<file path="config.mk">
export PLATFORM = sky130hd
export DESIGN_NAME = undo_redo_history_ring
export DESIGN_NICKNAME = d
export VERILOG_FILES = /design/src/rtl/urh_pkg.sv /design/src/rtl/undo_redo_history_ring.sv /design/src/rtl/urh_ctrl.sv /design/src/rtl/urh_dp.sv
export SDC_FILE = /design/constraint.sdc
export NUM_CORES = 1
export LEC_CHECK = 0
export BUFFER_PORTS_ARGS = -buffer_cell sky130_fd_sc_hd__buf_2
export CORE_MARGIN = 4
export CORE_UTILIZATION = 66
export CTS_CLUSTER_DIAMETER = 30
export CTS_CLUSTER_SIZE = 20
export DETAILED_ROUTE_END_ITERATION = 16
export PLACE_DENSITY = 0.84
export SETUP_SLACK_MARGIN = 0.1
export SLEW_MARGIN = 0
export SYNTH_ARGS = -nofsm -noshare
export SYNTH_HDL_FRONTEND = slang
export SYNTH_SLANG_ARGS = --single-unit
</file>
<file path="constraint.sdc">
create_clock -name clk -period 36.4 [get_ports clk]
set_input_delay 3.64 -clock clk [delete_from_list [all_inputs] [get_ports clk]]
set_output_delay 3.64 -clock clk [all_outputs]
set_load 0.03 [all_outputs]
</file>
<file path="src/rtl/urh_pkg.sv">
// Shared constants, operation codes and control types for the undo/redo history ring.
package urh_pkg;

	localparam int DEPTH_DEF       = 16;
	localparam int ENTRY_WIDTH_DEF = 64;
	localparam int MODE_W          = 3;
	localparam int WORD_W          = 64;

	localparam logic [MODE_W-1:0] MODE_PUSH  = 3'd0;
	localparam logic [MODE_W-1:0] MODE_UNDO  = 3'd1;
	localparam logic [MODE_W-1:0] MODE_REDO  = 3'd2;
	localparam logic [MODE_W-1:0] MODE_READ  = 3'd3;
	localparam logic [MODE_W-1:0] MODE_CLEAR = 3'd4;

	typedef struct packed {
		logic capture;
		logic execute;
	} urh_cmd_t;

endpackage

</file>
<file path="src/rtl/undo_redo_history_ring.sv">
// Top level of the undo/redo history ring.
// The ring holds DEPTH snapshot words and answers one result beat for every input beat:
// push, undo, redo, read current or clear. Each beat goes through capture, execute
// (at most one access to the snapshot memory) and the result held until taken,
// and the next input beat is taken once the previous result has left. Only the low
// ENTRY_WIDTH bits of a pushed word are kept; entry_out is zero-extended. The memory
// needs no clearing after reset, since only pushed entries are ever read.
module undo_redo_history_ring #(
	parameter int DEPTH       = urh_pkg::DEPTH_DEF,
	parameter int ENTRY_WIDTH = urh_pkg::ENTRY_WIDTH_DEF
) (
	input  logic                       clk,
	input  logic                       arst_n,
	input  logic                       in_valid,
	output logic                       in_stall,
	input  logic [urh_pkg::MODE_W-1:0] mode,
	input  logic [urh_pkg::WORD_W-1:0] entry_in,
	output logic                       out_valid,
	input  logic                       out_stall,
	output logic                       ok,
	output logic [urh_pkg::WORD_W-1:0] entry_out,
	output logic [$clog2(DEPTH+1)-1:0] valid_count,
	output logic [$clog2(DEPTH)-1:0]   cursor_pos
);
	import urh_pkg::*;

	urh_cmd_t cmd;

	urh_ctrl u_ctrl (
		.clk       (clk),
		.arst_n    (arst_n),
		.in_valid  (in_valid),
		.in_stall  (in_stall),
		.out_valid (out_valid),
		.out_stall (out_stall),
		.cmd       (cmd)
	);

	urh_dp #(
		.DEPTH       (DEPTH),
		.ENTRY_WIDTH (ENTRY_WIDTH)
	) u_dp (
		.clk         (clk),
		.arst_n      (arst_n),
		.cmd         (cmd),
		.mode        (mode),
		.entry_in    (entry_in),
		.ok          (ok),
		.entry_out   (entry_out),
		.valid_count (valid_count),
		.cursor_pos  (cursor_pos)
	);

endmodule

</file>
<file path="src/rtl/urh_ctrl.sv">
// Controller state machine that sequences capture, execution and result delivery.
module urh_ctrl (
	input  logic              clk,
	input  logic              arst_n,
	input  logic              in_valid,
	output logic              in_stall,
	output logic              out_valid,
	input  logic              out_stall,
	output urh_pkg::urh_cmd_t cmd
);
	import urh_pkg::*;

	localparam logic [1:0] ST_IDLE = 2'd0;
	localparam logic [1:0] ST_EXEC = 2'd1;
	localparam logic [1:0] ST_RESP = 2'd2;

	logic [1:0] state_q;
	logic [1:0] state_next;

	always_comb begin
		state_next = state_q;
		unique case (state_q)
			ST_IDLE: begin
				if (in_valid) begin
					state_next = ST_EXEC;
				end
			end
			ST_EXEC: begin
				state_next = ST_RESP;
			end
			ST_RESP: begin
				if (!out_stall) begin
					state_next = ST_IDLE;
				end
			end
			default: begin
				state_next = ST_IDLE;
			end
		endcase
	end

	always_ff @(posedge clk or negedge arst_n) begin
		if (!arst_n) begin
			state_q <= ST_IDLE;
		end else begin
			state_q <= state_next;
		end
	end

	assign in_stall    = (state_q != ST_IDLE);
	assign out_valid   = (state_q == ST_RESP);
	assign cmd.capture = in_valid && (state_q == ST_IDLE);
	assign cmd.execute = (state_q == ST_EXEC);

endmodule

</file>
<file path="src/rtl/urh_dp.sv">
// Datapath with the snapshot memory, the ring pointers and the result registers.
module urh_dp #(
	parameter int DEPTH       = urh_pkg::DEPTH_DEF,
	parameter int ENTRY_WIDTH = urh_pkg::ENTRY_WIDTH_DEF
) (
	input  logic                         clk,
	input  logic                         arst_n,
	input  urh_pkg::urh_cmd_t            cmd,
	input  logic [urh_pkg::MODE_W-1:0]   mode,
	input  logic [urh_pkg::WORD_W-1:0]   entry_in,
	output logic                         ok,
	output logic [urh_pkg::WORD_W-1:0]   entry_out,
	output logic [$clog2(DEPTH+1)-1:0]   valid_count,
	output logic [$clog2(DEPTH)-1:0]     cursor_pos
);
	import urh_pkg::*;

	localparam int PW = $clog2(DEPTH);
	localparam int CW = $clog2(DEPTH + 1);
	localparam int SW = PW + 1;
	localparam logic [PW-1:0] LAST_SLOT = PW'(DEPTH - 1);
	localparam logic [SW-1:0] DEPTH_S   = SW'(DEPTH);
	localparam logic [CW-1:0] DEPTH_C   = CW'(DEPTH);

	logic [ENTRY_WIDTH-1:0] mem_q [DEPTH];
	logic [ENTRY_WIDTH-1:0] rd_data_q;
	logic [ENTRY_WIDTH-1:0] word_q;
	logic [MODE_W-1:0]      mode_q;

	logic [PW-1:0] newest_q;
	logic [PW-1:0] cursor_q;
	logic [CW-1:0] count_q;
	logic          ok_q;
	logic          data_q;

	logic [PW-1:0] cursor_next;
	logic [PW-1:0] cursor_prev;
	logic [SW-1:0] oldest_sum;
	logic [PW-1:0] oldest;
	logic [SW-1:0] cut_sum;
	logic [PW-1:0] cut_idx;
	logic [CW-1:0] base_count;
	logic          empty;
	logic          at_newest;

	logic [PW-1:0] newest_d;
	logic [PW-1:0] cursor_d;
	logic [CW-1:0] count_d;
	logic          ok_d;
	logic          rd_en;
	logic [PW-1:0] rd_addr;
	logic          wr_en;
	logic [PW-1:0] wr_addr;

	always_comb begin
		cursor_next = (cursor_q == LAST_SLOT) ? '0 : cursor_q + PW'(1);
		cursor_prev = (cursor_q == '0) ? LAST_SLOT : cursor_q - PW'(1);
		oldest_sum  = SW'(newest_q) + DEPTH_S - (SW'(count_q) - SW'(1));
		oldest      = (oldest_sum >= DEPTH_S) ? PW'(oldest_sum - DEPTH_S) : PW'(oldest_sum);
		cut_sum     = SW'(cursor_q) + DEPTH_S - SW'(oldest);
		cut_idx     = (cut_sum >= DEPTH_S) ? PW'(cut_sum - DEPTH_S) : PW'(cut_sum);
		empty       = (count_q == '0);
		at_newest   = (cursor_q == newest_q);
		base_count  = at_newest ? count_q : CW'(cut_idx) + CW'(1);
	end

	always_comb begin
		newest_d = newest_q;
		cursor_d = cursor_q;
		count_d  = count_q;
		ok_d     = 1'b0;
		rd_en    = 1'b0;
		rd_addr  = cursor_q;
		wr_en    = 1'b0;
		wr_addr  = cursor_next;
		unique case (mode_q)
			MODE_PUSH: begin
				ok_d  = 1'b1;
				wr_en = 1'b1;
				if (empty) begin
					newest_d = '0;
					cursor_d = '0;
					count_d  = CW'(1);
					wr_addr  = '0;
				end else begin
					newest_d = cursor_next;
					cursor_d = cursor_next;
					count_d  = (base_count < DEPTH_C) ? base_count + CW'(1) : base_count;
				end
			end
			MODE_UNDO: begin
				if (!empty && (cursor_q != oldest)) begin
					ok_d     = 1'b1;
					cursor_d = cursor_prev;
					rd_en    = 1'b1;
					rd_addr  = cursor_prev;
				end
			end
			MODE_REDO: begin
				if (!empty && !at_newest) begin
					ok_d     = 1'b1;
					cursor_d = cursor_next;
					rd_en    = 1'b1;
					rd_addr  = cursor_next;
				end
			end
			MODE_READ: begin
				if (!empty) begin
					ok_d  = 1'b1;
					rd_en = 1'b1;
				end
			end
			MODE_CLEAR: begin
				ok_d     = 1'b1;
				newest_d = '0;
				cursor_d = '0;
				count_d  = '0;
			end
			default: begin
				ok_d = 1'b0;
			end
		endcase
	end

	always_ff @(posedge clk) begin
		if (cmd.capture) begin
			mode_q <= mode;
			word_q <= entry_in[ENTRY_WIDTH-1:0];
		end
	end

	always_ff @(posedge clk) begin
		if (cmd.execute && wr_en) begin
			mem_q[wr_addr] <= word_q;
		end
	end

	always_ff @(posedge clk) begin
		if (cmd.execute && rd_en) begin
			rd_data_q <= mem_q[rd_addr];
		end
	end

	always_ff @(posedge clk or negedge arst_n) begin
		if (!arst_n) begin
			newest_q <= '0;
			cursor_q <= '0;
			count_q  <= '0;
			ok_q     <= 1'b0;
			data_q   <= 1'b0;
		end else if (cmd.execute) begin
			newest_q <= newest_d;
			cursor_q <= cursor_d;
			count_q  <= count_d;
			ok_q     <= ok_d;
			data_q   <= rd_en;
		end
	end

	assign ok          = ok_q;
	assign entry_out   = data_q ? WORD_W'(rd_data_q) : '0;
	assign valid_count = count_q;
	assign cursor_pos  = cursor_q;

endmodule
</file>
After elaboration in Yosys (flattened, before gate mapping)
Memory sizes are Yosys's and may differ from the RTL's. A register that Yosys moved wholly into a read port is not among the register bits.
Cells that the tools add are included.
{"block": "totals", "regBits": 84, "ramBits": 1024, "in_bits": 71, "output_inout_bits": 76, "word_cells": 79, "n_memories": 1}
{"memory": "u_dp.mem_q", "depth": 16, "word_bits": 64, "read_ports": 1, "rd_clocked_by_memory_dff": 1, "write_ports": 1, "line_no": "urh_dp.sv:25", "source": "logic [ENTRY_WIDTH-1:0] mem_q [DEPTH];"}
{"block": "op_classes", "n_addsub": 11, "magnitude_cmp": 3, "eq_ne": 11, "n_mux": 27, "n_reduce_logical": 18}
{"cell": "64-bit 2-to-1 mux", "count": 1}
{"cell": "4-bit 2-to-1 mux", "count": 8}
{"cell": "4-bit case mux with 2 select lines", "count": 2}
{"cell": "4-bit case mux with 4 select lines", "count": 1}
{"cell": "5-bit 2-to-1 mux", "count": 3}
{"cell": "4-bit by 1-bit subtractor with 4-bit output (second input constant)", "count": 3}
{"cell": "4-bit by 5-bit adder with 5-bit output (second input constant)", "count": 2}
{"cell": "5-bit >= comparator (second input constant)", "count": 2}
{"cell": "5-bit case mux with 2 select lines", "count": 1}
{"cell": "3-bit by 2-bit equality test with 1-bit output (second input constant)", "count": 2}
{"cell": "1-bit 2-to-1 mux", "count": 6}
{"cell": "2-bit case mux with 3 select lines", "count": 1}
{"cell": "2-bit AND reduction", "count": 3}
{"cell": "4-bit by 1-bit adder with 5-bit output (second input constant)", "count": 1}
{"cell": "5-bit by 1-bit adder with 5-bit output (second input constant)", "count": 1}
{"cell": "1-bit logical AND", "count": 5}
{"cell": "5-bit logical NOT", "count": 1}
{"cell": "5-bit less-than comparator (second input constant)", "count": 1}
{"cell": "5-bit by 1-bit subtractor with 5-bit output (second input constant)", "count": 1}
{"cell": "5-bit by 4-bit subtractor with 5-bit output", "count": 1}
{"cell": "5-bit subtractor", "count": 1}
{"cell": "4-bit by 1-bit adder with 4-bit output (second input constant)", "count": 1}
{"cell": "4-bit equality test", "count": 1}
{"cell": "4-bit equality test (second input constant)", "count": 1}
{"cell": "16 further kinds", "count": 20}

Depth between registers and ports, before layout
Gate-level depths: netlist of run 1.
{"block": "logic_depth", "ltp_word": 13, "mapped_depth": 17, "ltp_nobuf": 15}

Modules after synthesis
Synthesis of run 1 repeated with hierarchy kept, for this count alone.
{"block": "hier_totals", "hier_cells": 2766, "area_unflattened_um2": 45098.3}
{"mod": "urh_dp", "instances": 1, "cells_per_inst": 2756, "area_per_inst_um2": 45003.2, "seq_area_each_um2": 35058.6}
{"mod": "urh_ctrl", "instances": 1, "cells_per_inst": 10, "area_per_inst_um2": 95.1, "seq_area_each_um2": 50.0}

Least setup slack after synthesis of run 1
Ideal clock, no wire load.
{"block": "synth_timing", "kind": "register to register", "startpoint": "reg u_dp.count_q[1], in the netlist u_dp.valid_count[1]", "endpoint": "reg u_dp.ok_q, in the netlist u_dp.ok", "setup_ns": 0.111, "t_arrival_ns": 13.065, "t_required_ns": 36.289, "path_slack_ns": 23.224, "path_stages_with_launch": 13, "path_buffers": 0, "path_cell_list": "dfrtp_1 ha_1 inv_1 ha_1 inv_1 fa_1 ha_1 and3_1 nand2_1 o21ai_0 a2111oi_0 inv_1 nand3_1"}
{"block": "synth_between", "elab_chain_len": 8, "elab_cells_between_ends": 14, "cone_classes": "add/sub (3); order compare (1); eq/ne (1); mux (5); reduce/logical (4)"}
{"element": "from (decl)", "line_no": "urh_dp.sv:32", "source": "logic [CW-1:0] count_q;"}
{"element": "from (signal assigned)", "line_no": "urh_dp.sv:154", "source": "count_q <= count_d;"}
{"element": "5-bit by 1-bit subtractor with 5-bit output", "line_no": "urh_dp.sv:58", "source": "oldest_sum = SW'(newest_q) + DEPTH_S - (SW'(count_q) - SW'(1));"}
{"element": "5-bit subtractor", "line_no": "urh_dp.sv:58"}
{"element": "4-bit by 1-bit subtractor with 4-bit output or 5-bit >= comparator (tied branches)", "line_no": "urh_dp.sv:59", "source": "oldest = (oldest_sum >= DEPTH_S) ? PW'(oldest_sum - DEPTH_S) : PW'(oldest_sum);"}
{"element": "4-bit 2-to-1 mux", "line_no": "urh_dp.sv:59"}
{"element": "4-bit inequality test", "line_no": "urh_dp.sv:92", "source": "if (!empty && (cursor_q != oldest)) begin"}
{"element": "1-bit logical AND", "line_no": "urh_dp.sv:92"}
{"element": "1-bit 2-to-1 mux", "line_no": "urh_dp.sv:92"}
{"element": "1-bit case mux with 4 select lines *", "line_no": "urh_dp.sv:76", "source": "unique case (mode_q)"}
{"element": "to (signal assigned)", "line_no": "urh_dp.sv:155", "source": "ok_q <= ok_d;"}
{"element": "to (decl)", "line_no": "urh_dp.sv:33", "source": "logic ok_q;"}
Every way passes the cells marked *; elsewhere a longest branch is shown, timed or not.
A chain may end at the register's enable or synchronous reset.

Final worst setup path of run 1
{"block": "layout_timing", "startpoint": "reg u_dp.count_q[1], in the netlist u_dp.valid_count[1]", "endpoint": "reg u_dp.rd_data_q[34] (read register of u_dp.mem_q) (data pin)"}
{"block": "layout_between", "elab_chain_len": 9, "elab_cells_between_ends": 18, "cone_classes": "add/sub (3); order compare (1); eq/ne (1); mux (8); reduce/logical (5)"}
{"element": "5-bit by 1-bit subtractor with 5-bit output", "line_no": "urh_dp.sv:58"}
{"element": "5-bit subtractor", "line_no": "urh_dp.sv:58"}
{"element": "4-bit by 1-bit subtractor with 4-bit output or 5-bit >= comparator (tied branches)", "line_no": "urh_dp.sv:59"}
{"element": "4-bit 2-to-1 mux", "line_no": "urh_dp.sv:59"}
{"element": "4-bit inequality test", "line_no": "urh_dp.sv:92"}
{"element": "1-bit logical AND", "line_no": "urh_dp.sv:92"}
{"element": "1-bit 2-to-1 mux", "line_no": "urh_dp.sv:92"}
{"element": "1-bit case mux with 3 select lines", "line_no": "urh_dp.sv:76"}
{"element": "1-bit logical AND", "line_no": "urh_dp.sv:139", "source": "if (cmd.execute && rd_en) begin"}
{"element": "to (decl)", "line_no": "urh_dp.sv:26", "source": "logic [ENTRY_WIDTH-1:0] rd_data_q;"}
Parallel ways exist; a longest one is shown, timed or not.

==> results of run 1 <==
[worst paths after layout]
kind	startpoint	endpoint	slack, ps	cells after the start
setup / recovery	u_dp.valid_count[1]	u_dp.rd_data_q[34]	29220	16
hold / removal	u_dp.newest_q[0]	u_dp.newest_q[0]	530	2
setup reg to reg	u_dp.valid_count[1]	u_dp.rd_data_q[34]	29220	16
hold reg to reg	u_dp.newest_q[0]	u_dp.newest_q[0]	530	2
max in group asynchronous	arst_n	u_dp.data_q	33240	1
min in group asynchronous	arst_n	u_dp.newest_q[2]	2830	1
[where the power goes]
group | total, µW | internal, µW | switching [µW]
clock network | 1610 | 986 | 626
logic | 1300 | 498 | 804
registers | 1700 | 1620 | 76.5
total | 4610 | 3110 | 1510
[per-stage QoR]
step	area, µm²	total power [µW]	util	hold WS [ps]
3_3_place_gp	46390	2914	0.6908	484.9
2_1_floorplan	44640	2613	-	490.1
6_report	52060	4612	0.7752	525.8
4_1_cts	52060	4590	0.7751	524.5
5_1_grt	52060	4748	0.7752	541.5
3_5_place_dp	46390	2967	0.6908	511.5
[state kept, by name, summed over array words and instances, names as in the netlist]
register,flops
u_ctrl.state_q,2
u_dp.cursor_pos,4
u_dp.data_q,1
u_dp.mem_q,1024
u_dp.mode_q,3
u_dp.newest_q,4
u_dp.ok,1
u_dp.rd_data_q,64
u_dp.valid_count,5
u_dp.word_q,64
[layer usage]
layer  GRT usage  share of wire  vias up
met5           0              0        -
met4      0.1328          0.036        0
met3     0.06427           0.11      314
met2      0.5124           0.50     1891
met1      0.4119           0.35    12470
li1            -              -    10160
[worst register-to-register path, stage by stage (launching register included)]
cell and delay (ps):
dfrtp_1 430, ha_1 310, inv_1 70, ha_1 160
inv_1 70, fa_1 470, ha_1 340, and3_1 270
a211oi_4 420, mux2i_1 210, o21ai_4 130, buf_12 670
buf_4 1010, buf_4 1230, mux2i_1 360, o22ai_1 150
or4_1 610
[cell families (layout without fill, tap and decap cells)]
group           count (synthesis)  in the layout  share of synthesized area
flops                        1172           1172                     0.7865
mux                           517            517                     0.1160
compound gates                305            305                    0.04353
simple gates                  234            234                    0.03156
buf+inv                       143            503                    0.01446
xor+xnor                       16             16                   0.003980
fa+ha+maj                      13             13                   0.003980
other cells                     0              1                          0
[Yosys cell counts, types with 2 or more instances]
library cell	number
nand2b_1	2
and2_1	64
xnor2_1	8
dfrtp_1	17
xor2_1	4
fa_1	2
a21o_1	2
nand4_1	3
inv_1	16
nand3_1	7
a21oi_1	9
or4_1	66
nor3_1	2
buf_2	81
or2_2	3
a211oi_1	2
buf_1	8
o41ai_1	2
xnor2_2	2
nand3b_1	3
or3_1	7
nor2b_1	2
o21ai_0	16
clkbuf_1	36
o22ai_1	257
buf_4	2
nand2_1	32
mux2i_1	516
ha_1	11
nand3_2	3
edfxtp_1	1155
nor2_1	33
o21bai_1	2
[cell type report]
| cell class | instances | area (µm²) |
|---|---|---|
| multi-input cells | 1085 | 9087 |
| clock inverters | 120 | 1449 |
| flip-flops and latches | 1172 | 35110 |
| inverters | 16 | 60.06 |
| repair buffers | 184 | 1041 |
| fillers | 3263 | 15100 |
| clock buffers | 183 | 4218 |
| diodes | 1 | 2.502 |
| well taps | 873 | 1092 |
==> flow_summary_export.csv, run 1 <==
group,metric,value,unit
critical_path,slowest_stage,"buf_4",
route,vias,24840,
critical_path,crit_family,"buffers and inverters",
grt,grt_usage,0.3111,
sta,rsz0062_at_grt,"false",
route,drt.antenna.violating_nets,0,
run,max_cap_violations,0,
grt,grt_max_degree,131,
logic_synthesis,synth_edf_count,1155,
status,status,"finished clean",
die,die_width,268.1,µm
logic_synthesis,ys_types,58,
critical_path,crit_top_cell,"ha_1",
logic_synthesis,ys_seq_area_frac,0.7865,
placed_design,port_buffers,146,
route,first_pass_iters,7,
logic_synthesis,synth-seq-cells,1172,
logic_synthesis,synth_area_per_cell,18.60,µm²
cts,cts-root-buf,"clkbuf_16",
die,design.portCount,147,
grt,grt_pass1_vias,25440,
route,drc,0,
final_layout,drive_above_1_share,0.1786,
power_and_ir_drop,vdd_drop_max,144.5,µV
logic_synthesis,ys_async_sr_fraction,0.01451,
sta,slew_viol_final,0,
sta,final-hold-violation-count,0,
route,wl_per_cell,30.82,µm
sta,period_minus_slack,7180,ps
die,initial_core_util,0.6647,
critical_path,path_cells,"ha_1 > inv_1 > ha_1 > inv_1 > fa_1 > ha_1 > and3_1 > a211oi_4 > mux2i_1 > o21ai_4 > buf_12 > buf_4 > buf_4 > mux2i_1 > o22ai_1 > or4_1",
critical_path,critPathMaxStageDelay,1110,ps
logic_synthesis,synth_ff_type,"edfxtp_1",
logic_synthesis,syn_area,44640,µm²
die,die_h,268.1,µm
power_and_ir_drop,total_leakage_power,0.02028,µW
cts,path_clk_slew,60,ps
sta,timing.final.crit_share,0.1972,
sta,worst_slew_pin_slew,1303,ps
placed_design,dpl.cell_count,3330,
critical_path,cp-start-kind,"register",
logic_synthesis,synth_top_area_cell,"edfxtp_1",
cts,cts_resized,0,
route,wirelength,112.0,mm
sta,timing.setup.tns,0,ps
logic_synthesis,syn-num-nets,2484,
route,drt_iter0_drc,4048,
logic_synthesis,netlist_instances,2400,
sta,layout_setup_ws,29220,ps
final_layout,finalNetCount,2707,
power_and_ir_drop,p_per_area,88.59,nW/µm²
sta,max_slew_margin,0.1315,
placed_design,gp_congestion,0.8410,
sta,finClkSkew,32.90,ps
die,die-area,71860,µm²
cts,cts_setup_buffers,0,
placed_design,pre_cts_ws,29460,ps
logic_synthesis,ys_top_cells_by_area,"edfxtp_1 78%, mux2i_1 12%, o22ai_1 3.6%",
sta,timing.fmax,139.3,MHz
final_layout,final_common_cell,"edfxtp_1",
cts,htreeDepth,4,
cts,cts.sinks,1172,
logic_synthesis,yosysWarnings,0,
die,fp.coreArea,67160,µm²
grt,grt_pass1_wl,162.3,mm
grt,antenna_found_initial,1,
cts,cts_tree,"yes",
cts,cts_made_buffers,164,
cts,clk_latency,750,ps
final_layout,final_cell_mix,"1155 x edfxtp_1, 516 x mux2i_1, 257 x o22ai_1, 166 x clkbuf_16, 146 x buf_2",
route,via_per_inst,6.836,
final_layout,syn2layout_area_growth,16.63,%
grt,gr-total-overflow,0,
critical_path,critPathMaxFanout,123,
sta,setup_viol,0,
logic_synthesis,yosysTopAreaCellShare,0.7770,
min_path,hold_class,"register to register",
critical_path,critical_path_class,"register to register",
critical_path,crit_required,36860,ps
critical_path,arrival,7640,ps
cts,cts_buffer_depth,3,
critical_path,crit_buf_inv,5,
die,rows,95,
critical_path,end_kind,"register",
placed_design,hpwl,50.54,mm
cts,cts_hold_buf,0,
final_layout,fin_cells,3634,
Power figures use the tool's default switching activity.
==> run 2: changes to the inputs <==
--- a/config.mk
+++ b/config.mk
@@ -7,11 +7,11 @@
 export LEC_CHECK = 0
 export BUFFER_PORTS_ARGS = -buffer_cell sky130_fd_sc_hd__buf_2
 export CORE_MARGIN = 4
-export CORE_UTILIZATION = 66
+export CORE_UTILIZATION = 62
 export CTS_CLUSTER_DIAMETER = 30
 export CTS_CLUSTER_SIZE = 20
 export DETAILED_ROUTE_END_ITERATION = 16
-export PLACE_DENSITY = 0.84
+export PLACE_DENSITY = 0.8
 export SETUP_SLACK_MARGIN = 0.1
 export SLEW_MARGIN = 0
 export SYNTH_ARGS = -nofsm -noshare
==> constraint.sdc (replaced) <==
create_clock -name clk -period 6.73 [get_ports clk]
set_input_delay 0.673 -clock clk [delete_from_list [all_inputs] [get_ports clk]]
set_output_delay 0.673 -clock clk [all_outputs]
set_load 0.03 [all_outputs]
==> run 2 against run 1 <==
- critical path depth fell by 1
- routed wire length fell by 3.4%
- utilization fell by 4.0 points
- total power rose to 5.4 times the previous value
- global-route usage fell by 3.2 points
- sequential share of layout area fell by 0.61 points
- design area rose by 0.92%
- clock skew fell by 0.84 ps
- flip-flop and latch count did not move
- first-iteration DRC count fell by 19%
- register-to-register slack got worse by 28000 ps
- clock power rose to 5.5 times the previous value
- largest cell class unchanged
- highest routed layer is now met5
==> flow_summary_export.csv, run 2 (synthesized netlist as in run 1, its figures left out) <==
group,metric,value,unit
status,status,"finished clean",
route,drt_iter0_drc,3259,
sta,setup_viol,0,
sta,final-hold-violation-count,0,
placed_design,placed_area,46710,µm²
critical_path,crit_required,7210,ps
die,die_h,276.3,µm
critical_path,arrival,6140,ps
placed_design,hpwl,50.52,mm
final_layout,final_cell_mix,"1155 x edfxtp_1, 516 x mux2i_1, 257 x o22ai_1, 176 x clkbuf_16, 146 x buf_2",
die,fp.coreArea,71490,µm²
grt,gr-total-overflow,0,
cts,cts_tree,"yes",
sta,timing.fmax,176.5,MHz
min_path,hold_class,"input port to register",
critical_path,reg2reg_to,"u_dp.rd_data_q[39]",
final_layout,regMostFlops,"u_dp.mem_q",
final_layout,fillCellCount,3928,
final_layout,finalNetCount,2724,
cts,cts_resized,0,
sta,rsz0062_at_grt,"false",
critical_path,r2r-start,"u_dp.newest_q[1]",
run,max_cap_violations,0,
sta,timing.final.crit_share,0.8420,
final_layout,syn2layout_area_growth,17.70,%
sta,timing.hold.ws,93.31,ps
sta,period_minus_slack,5667,ps
sta,worst_slew_pin_slew,1253,ps
route,first_pass_iters,6,
die,initial_core_util,0.6244,
sta,timing.setup.tns,0,ps
grt,antenna_found_initial,2,
min_path,hold_start,"mode[2]",
critical_path,end_kind,"register",
cts,path_clk_slew,50,ps
final_layout,final_cell_area,52540,µm²
final_layout,largest_register_ffs,1024,
final_layout,drive_above_1_share,0.1873,
final_layout,reg_top3,"u_dp.mem_q x1024, u_dp.rd_data_q x64, u_dp.word_q x64",
critical_path,ff2ff_setup_slack,1060,ps
final_layout,final_common_cell,"edfxtp_1",
route,wl_per_cell,28.95,µm
critical_path,cp-start-kind,"register",
power_and_ir_drop,p_per_area,473.3,nW/µm²
route,drc,0,
grt,grt_usage,0.2795,
sta,max_slew_margin,0.1649,
critical_path,critPathMaxFanout,153,
critical_path,crit_path_start,"u_dp.newest_q[1]",
grt,grt_pass1_wl,158.5,mm
die,die-area,76350,µm²
power_and_ir_drop,finalPower,24860,µW
route,via_per_inst,6.493,
cts,cts.sinks,1172,
power_and_ir_drop,total_leakage_power,0.02044,µW
placed_design,port_buffers,146,
sta,finClkSkew,32.06,ps
critical_path,critical_path_class,"register to register",
cts,htreeDepth,4,
route,drt.antenna.violating_nets,0,
cts,clk_latency,750,ps
sta,slew_viol_final,0,
cts,cts-root-buf,"clkbuf_16",
route,wirelength,108.2,mm
critical_path,reg2reg_depth,15,
cts,cts_buffer_depth,3,
power_and_ir_drop,vdd_drop_max,714.8,µV
die,design.portCount,147,
grt,grt_pass1_vias,25110,
placed_design,gp_congestion,0.8124,
die,rows,98,
route,vias,24280,
cts,cts_made_buffers,171,
die,die_width,276.3,µm
final_layout,final_util,0.7349,
critical_path,setup.worst_path.end,"u_dp.rd_data_q[39]",
grt,grt_max_degree,154,
-- run 2: cell types whose count changed in the layout (fill, tap and decap cells not counted), moves of 2 or more --
cell | before | now
clkinv_2 | 11 | 14
clkbuf_16 | 166 | 176
clkinv_8 | 5 | 2
clkbuf_1 | 17 | 11
inv_6 | 18 | 27
buf_4 | 36 | 34
clkinv_1 | 17 | 20
buf_12 | 2 | 13
bufinv_16 | 18 | 13
clkinv_4 | 21 | 25
clkinvlp_4 | 14 | 19
-- run 2: layer usage --
layer,part of all wire,global-route usage
met1,0.37,0.3623
met4,0.039,0.1264
met5,0.000065,0
met3,0.096,0.06181
met2,0.50,0.4596
-- run 2: how the worst min path moves through the flow --
stage	end	slack, ps	depth (start not counted)
global route	u_dp.word_q[43]	70	1
global placement	u_dp.ok	480	2
CTS	u_dp.word_q[31]	60	1
detailed placement	u_dp.ok	490	2
floorplan	u_ctrl.state_q[0]	380	0
finish	u_dp.mode_q[2]	90	1
-- run 2: area by class of cell --
class	count	area, µm²	share of cell area
inverter	16	60.06	0.001143
sequential	1172	35110	0.6683
timing repair buffer	194	1256	0.02391
antenna	2	5.005	0.00009526
clock inverter	133	1366	0.02601
multi-input combinational	1085	9106	0.1733
clock buffer	187	4446	0.08462
tap	950	1189	0.02262
-- run 2: stage by stage --
| step | setup slack (ps) | instances |
|---|---|---|
| finish | 1063 | 3739 |
| global route | 948.3 | 3738 |
| CTS | 1161 | 3737 |
| detailed placement | 1293 | 3416 |
| global placement | 1412 | 3416 |
| floorplan | 1483 | 2400 |
-- run 2: worst max-delay path: stages (launching register included) --
cell and delay (ps):
dfrtp_1 400, inv_1 70, ha_1 270, inv_1 60, ha_1 140, inv_1 60, fa_1 480, ha_1 340
and3_1 310, a211oi_4 150, mux2_2 320, o21ai_4 770, buf_12 730, mux2i_1 360, o22ai_1 150, or4_1 500
-- run 2: power by group --
group / total (µW) / internal, µW / switching, µW
clock: 8820 / 5390 / 3430
combinational: 6880 / 2690 / 4190
sequential: 9170 / 8770 / 396
total: 24900 / 16900 / 8010
-- run 2: timing repair --
item,4_1_cts,5_1_grt
endpoints found under the hold margin,17,0
hold buffers,1,0
buffers inserted,0,0
